`config.mk`:
```
export PLATFORM = sky130hd
export DESIGN_NAME = frlt_ctrl
export DESIGN_NICKNAME = d
export VERILOG_FILES = /design/src/sv/frlt_pkg.sv /design/src/sv/frlt_ctrl.sv
export VERILOG_INCLUDE_DIRS = /design/src /design/src/sv
export SDC_FILE = /design/constraint.sdc
export NUM_CORES = 1
export LEC_CHECK = 0
export BUFFER_PORTS_ARGS = -buffer_cell sky130_fd_sc_hd__buf_2
export CAP_MARGIN = 20
export CORE_AREA = 2 2 39 41
export CTS_CLUSTER_DIAMETER = 30
export DETAILED_ROUTE_END_ITERATION = 8
export DIE_AREA = 0 0 41 43
export PLACE_DENSITY = 0.31
export REMOVE_ABC_BUFFERS = 1
export SLEW_MARGIN = 10
export SYNTH_ARGS = -nofsm -noshare
export SYNTH_HDL_FRONTEND = slang
export SYNTH_SLANG_ARGS = --single-unit
```
`constraint.sdc`:
```
create_clock -name aclk -period 1.41 [get_ports aclk]
set_clock_uncertainty 0.05 [all_clocks]
set_input_delay 0.141 -clock aclk [delete_from_list [all_inputs] [get_ports aclk]]
set_output_delay 0.141 -clock aclk [all_outputs]
set_load 0.02 [all_outputs]
```
`src/sv/assert_macros.svh`:
```
// Assertion helpers shared by the lockout table modules.
// Each macro expects aclk and aresetn to be visible in the module that uses it.
`ifndef ASSERT_MACROS_SVH
`define ASSERT_MACROS_SVH

// The expression must hold at every clock edge outside reset.
`define FRLT_ASSERT_ALWAYS(label, expr, msg) \
    label: assert property (@(posedge aclk) disable iff (!aresetn) (expr)) \
        else $error(msg);

// When the antecedent holds, the consequent must hold in the next cycle.
`define FRLT_ASSERT_NEXT(label, ante, cons, msg) \
    label: assert property (@(posedge aclk) disable iff (!aresetn) (ante) |=> (cons)) \
        else $error(msg);

`endif

```
`src/sv/frlt_pkg.sv`:
```
package frlt_pkg;

    localparam int TABLE_DEPTH = 64;
    localparam int IDX_W       = $clog2(TABLE_DEPTH);
    localparam int USED_W      = $clog2(TABLE_DEPTH + 1);

    localparam int KEY_W   = 64;
    localparam int TIME_W  = 32;
    localparam int COUNT_W = 8;

    localparam logic [COUNT_W-1:0] COUNT_MAX = '1;

    localparam logic [COUNT_W-1:0] FAILURE_LIMIT_RESET   = 8'd5;
    localparam logic [TIME_W-1:0]  WINDOW_SECONDS_RESET  = 32'd600;
    localparam logic [TIME_W-1:0]  LOCKOUT_SECONDS_RESET = 32'd1800;

    localparam int CFG_IDX_W  = 2;
    localparam int CFG_DATA_W = 32;

    typedef enum logic [CFG_IDX_W-1:0] {
        REG_FAILURE_LIMIT   = 2'd0,
        REG_WINDOW_SECONDS  = 2'd1,
        REG_LOCKOUT_SECONDS = 2'd2
    } cfg_reg_t;

    typedef enum logic [0:0] {
        REQ_CHECK   = 1'b0,
        REQ_FAILURE = 1'b1
    } req_type_t;

    typedef struct packed {
        logic [KEY_W-1:0]   key_high;
        logic [KEY_W-1:0]   key_low;
        logic [COUNT_W-1:0] fail_count;
        logic [TIME_W-1:0]  window_start;
        logic [TIME_W-1:0]  last_failure;
        logic [TIME_W-1:0]  lock_end;
        logic               lock_valid;
    } entry_t;

    localparam int ENTRY_W = $bits(entry_t);

    typedef enum logic [2:0] {
        ST_IDLE,
        ST_SCAN,
        ST_DRAIN,
        ST_CALC,
        ST_WRITE
    } state_t;

    typedef struct packed {
        logic load;
        logic scan_issue;
        logic calc;
        logic commit;
    } ctrl_cmd_t;

    typedef struct packed {
        logic table_empty;
        logic scan_last;
        logic out_free;
    } ctrl_sts_t;

endpackage

```
`src/sv/frlt_ctrl.sv`:
```
`include "assert_macros.svh"

module frlt_ctrl
    import frlt_pkg::*;
(
    input  logic      aclk,
    input  logic      aresetn,
    input  logic      s_tvalid,
    output logic      s_tready,
    input  ctrl_sts_t sts,
    output ctrl_cmd_t cmd
);

    state_t state_reg;
    state_t state_next;

    always_ff @(posedge aclk) begin
        if (!aresetn) begin
            state_reg <= ST_IDLE;
        end else begin
            state_reg <= state_next;
        end
    end

    always_comb begin
        state_next = state_reg;
        cmd        = '0;
        s_tready   = 1'b0;
        unique case (state_reg)
            ST_IDLE: begin
                // No transfer is taken while reset is held.
                s_tready = aresetn;
                if (s_tvalid && aresetn) begin
                    cmd.load   = 1'b1;
                    state_next = sts.table_empty ? ST_CALC : ST_SCAN;
                end
            end
            ST_SCAN: begin
                cmd.scan_issue = 1'b1;
                if (sts.scan_last) begin
                    state_next = ST_DRAIN;
                end
            end
            // The read of the last slot returns during this cycle.
            ST_DRAIN: begin
                state_next = ST_CALC;
            end
            ST_CALC: begin
                cmd.calc   = 1'b1;
                state_next = ST_WRITE;
            end
            ST_WRITE: begin
                if (sts.out_free) begin
                    cmd.commit = 1'b1;
                    state_next = ST_IDLE;
                end
            end
            default: begin
                state_next = ST_IDLE;
            end
        endcase
    end

    `FRLT_ASSERT_NEXT(a_accept_starts_work, s_tvalid && s_tready,
        state_reg == ST_SCAN || state_reg == ST_CALC, "transfer did not start a lookup")
    `FRLT_ASSERT_NEXT(a_scan_ends_in_drain, state_reg == ST_SCAN && sts.scan_last,
        state_reg == ST_DRAIN, "scan did not stop at the last used slot")
    `FRLT_ASSERT_NEXT(a_commit_returns_idle, cmd.commit,
        state_reg == ST_IDLE, "commit did not return to idle")

endmodule

```
After elaboration in Yosys (flattened, before gate mapping)
Cells that the tools add are included.

Bitwise logic cells: 0. $add $sub $neg: 0. Divide/modulo/power cells: 0. Shift operators: 0. Equal/unequal tests: 7. $lt $le $gt $ge: 0. Reductions and logical operators: 3. Multiplexer cells: 12. Multipliers: 0.

Operator list (number): $pmux 3 s5 (1); $mux 3 (3); $mux 1 (7); $eq 3x2->1 const B (2); $ne 2x2->1 const B (3); $eq 3x1->1 const B (1); $eq 3x3->1 const B (1); $logic_not 3->1 (1); $reduce_and 3->1 (1); $mux 2 (1); $logic_and 1x1->1 (1).

Word-level logic and storage cells: 23. Latch bits: 0. Register bits: 3. Bits in writable memories: 0. ROM bits: 0. Input bits: 6. Memories: 0. Output and inout port bits: 5.

Longest topological paths before layout
Word-level depth: 3. Gate-level depth with buffers: 3. Gate-level depth less buffers: 2.

Worst setup path after synthesis
OpenSTA, ideal clock, no wires.

Path kind: reg2out. Start point: register state_reg[2]. End point: output cmd[3] (netlist name). Arrival: 1.275 ns. Setup slack: -0.056 ns. Buffers on the path: 0. Cell stages (with the launch flop): 3. Cells stage by stage: dfxtp_1 -> nand2b_1 -> nor4b_1.

RTL lines: start, declared (RTL line frlt_ctrl.sv:14) `state_t state_reg;`; start signal, assigned (RTL line frlt_ctrl.sv:21) `state_reg <= state_next;`; end, declared (RTL line frlt_ctrl.sv:11) `output ctrl_cmd_t cmd`.

==> flow_summary.toml <==
[timing]
drv_slew = 0
max_freq_mhz = 769
max_slew_margin_pct = 83.6
period_share_pct = 92.2
setup_violations = 0
tightest_slew_ns = 0.242
finalHoldViolCount = 0
layout_min_cycle_time_ns = 1.30
tns_ns = 0
rsz0062_at_grt = "no"

[detailed_routing]
wire_per_inst_microns = 10.7
drc = 0
routed_via_density = 4.24
drt_iter0_markers = 4
vias = 208
drt_wl_total_microns = 526
ant_nets = 0
dr.pass1.iters = 2

[setup_path]
worst-setup-path-type = "register to output port"
slowest_stage = "dfxtp_2"
critPathRequiredTime_ns = 1.22
critPathCaptureType = "output port"
crit_path_start_kind = "register"
path_max_fanout = 6
arrival_ns = 1.11
cp_cell_sequence = "nand2b_4 -> nor4b_4 -> buf_4"
cpPeakStageDelay_ns = 0.33
rr_startpoint = "state_reg[0]$_SDFFE_PN0P_"
critPathLaunch = "state_reg[2]$_SDFFE_PN0P_"

[die]
pin_count = 11
start_util_pct = 14.3
die_area_sq_um = 1760
die_x_microns = 41
die_h_microns = 43
row_count = 14
core_area_sq_um = 1380

[placed_design]
portBuffers = 10
dp_hpwl_microns = 349
postPlaceCellArea_sq_um = 241
place_congestion = 0.525

[layout]
largest_reg_flops = 3
final_cell_mix = "9 x buf_2, 3 x clkbuf_4, 3 x dfxtp_2"
seq_area_sq_um = 63.8
multiInputGateArea_sq_um = 130
layout.nets = 40
final_common_cell = "buf_2"
diodes = 0
filler_cell_count = 168
layout-drive-gt1-share_pct = 54.5
final_cell_area_sq_um = 297
syn2layout_area_growth_pct = 50.0

[clock_tree]
clkTransAtPathRegs_ns = 0.04
post_cts_buffers = 0
clockBufferDepth = 2
clk_latency_ns = 0.23
cts_buffers = 3
htreeDepth = 1
cts_tree = "built"
cts_root_buf = "clkbuf_4"
cts_hold_buf = 0
cts_sinks = 3

[pwr]
clock_power_share_pct = 45.1
power_frac_comb_pct = 20.9
internal_power_w = 0.000238
leakage_nw = 0.130
pwr-share-seq_pct = 34.0
p_per_area_nw_per_um2 = 1160
p_switching_w = 0.000105
sw_frac_of_total_pct = 30.6
vdd_ir_drop_max_v = 0.000347

[min_path]
hp-class = "primary input to register"
hp-start = "sts[1]"

[synthesis]
ys_seq_elements = 3
synth_adder_area_share_pct = 0
synth_xor_area_share_pct = 0
synth_compound_area_share_pct = 17.1
yosys.area_share.simple_pct = 37.3
synthMuxAreaShare_pct = 0
synth_cells = 22
ys_seq_area_share_pct = 30.4
synth_top_area_share_pct = 30.4
synthTopCellsByArea = "dfxtp_1 30%, nor4b_1 8.9%, buf_4 7.6%, buf_6 5.7%, nand4bb_1 5.7%"
synth_top_family_by_area = "simple AND/OR/NAND/NOR gates"
ys_types = 16
netlist_area_sq_um = 198
synth_warnings = 0
synth_largest_area_cell = "dfxtp_1"
synth.avg_cell_area_sq_um = 8.99

[global_routing]
gr-total-overflow = 0
grt_max_degree = 11
grt_pass1_vias = 178
antenna_found_initial = 0
track_usage_pct = 7.12
grt_pass1_wl_microns = 752

[run_status]
run_status = "finished clean"

[run]
drv_cap = 0
[logic make-up after synthesis]
kind of cell / after synthesis
and+or+nand+nor: 10
AOI/OAI and AO/OA: 5
buffers and inverters: 4
DFF: 3
[critical path: cells and delay by family (launching register included)]
family / cells / cell delay, ns
buffers and inverters: 1 / 0.17
and+or+nand+nor: 2 / 0.36
DFF: 1 / 0.33
[area by class of cell]
| type | count | area share (%) |
|---|---|---|
| clock buffer | 4 | 8.86 |
| inverter | 1 | 1.27 |
| multi-input combinational | 15 | 43.9 |
| sequential | 3 | 21.5 |
| tap | 16 | 6.75 |
| timing repair buffer | 10 | 17.7 |
[cells in the mapped netlist (all sizes together)]
| master | instances |
|---|---|
| buf | 3 |
| nor4b | 2 |
| inv | 1 |
| dfxtp | 3 |
| and3b | 1 |
| nand4bb | 1 |
| nor3 | 2 |
| a21oi | 2 |
| nor3b | 1 |
| o21a | 1 |
| o32ai | 1 |
| nand2 | 1 |
| nand2b | 1 |
| or3b | 1 |
| o21bai | 1 |
[path summary, 6_finish.rpt]
path	end	slack, ns	cells past startpoint
max	cmd[3]	0.11	3
min reg2reg	state_reg[1]$_SDFFE_PN0P_	0.54	1
min	state_reg[1]$_SDFFE_PN0P_	0.10	3
max reg2reg	state_reg[0]$_SDFFE_PN0P_	0.37	2
[layer usage]
| layer | global-route usage [%] | wire [microns] |
|---|---|---|
| met1 | 8.01 | 214 |
| met5 | 0 | 0 |
| met4 | 8.00 | 0 |
| met2 | 7.50 | 236 |
| met3 | 5.24 | 75 |
[power groups by stage]
stage | clock (W) | combinational [W] | sequential (W)
after global routing | 0.000169 | 0.0000795 | 0.000119
after global placement | 0 | 0.0000637 | 0.000111
after floorplan | 0 | 0.0000413 | 0.000107
after detailed placement | 0 | 0.0000635 | 0.000112
final | 0.000155 | 0.0000718 | 0.000117
after CTS | 0.000164 | 0.0000677 | 0.000113
[stage by stage]
stage / hold slack, ns / utilization, % / setup WS (ns) / total power [W] / instances
finish: 0.102 / 21.4 / 0.110 / 0.000344 / 49
global route: 0.119 / 21.4 / 0.0334 / 0.000368 / 49
CTS: 0.109 / 20.3 / 0.0322 / 0.000344 / 49
detailed placement: 0.335 / 17.5 / 0.192 / 0.000176 / 45
global placement: 0.336 / 17.5 / 0.205 / 0.000175 / 45
floorplan: 0.209 / - / -0.0558 / 0.000149 / 19
[repair_timing]
action,CTS,global route
pin swaps,0,1
gates resized for setup,2,5
hold endpoints to repair,0,0
setup endpoints to repair,1,2
Note: power is estimated with default switching activity, not from simulation.
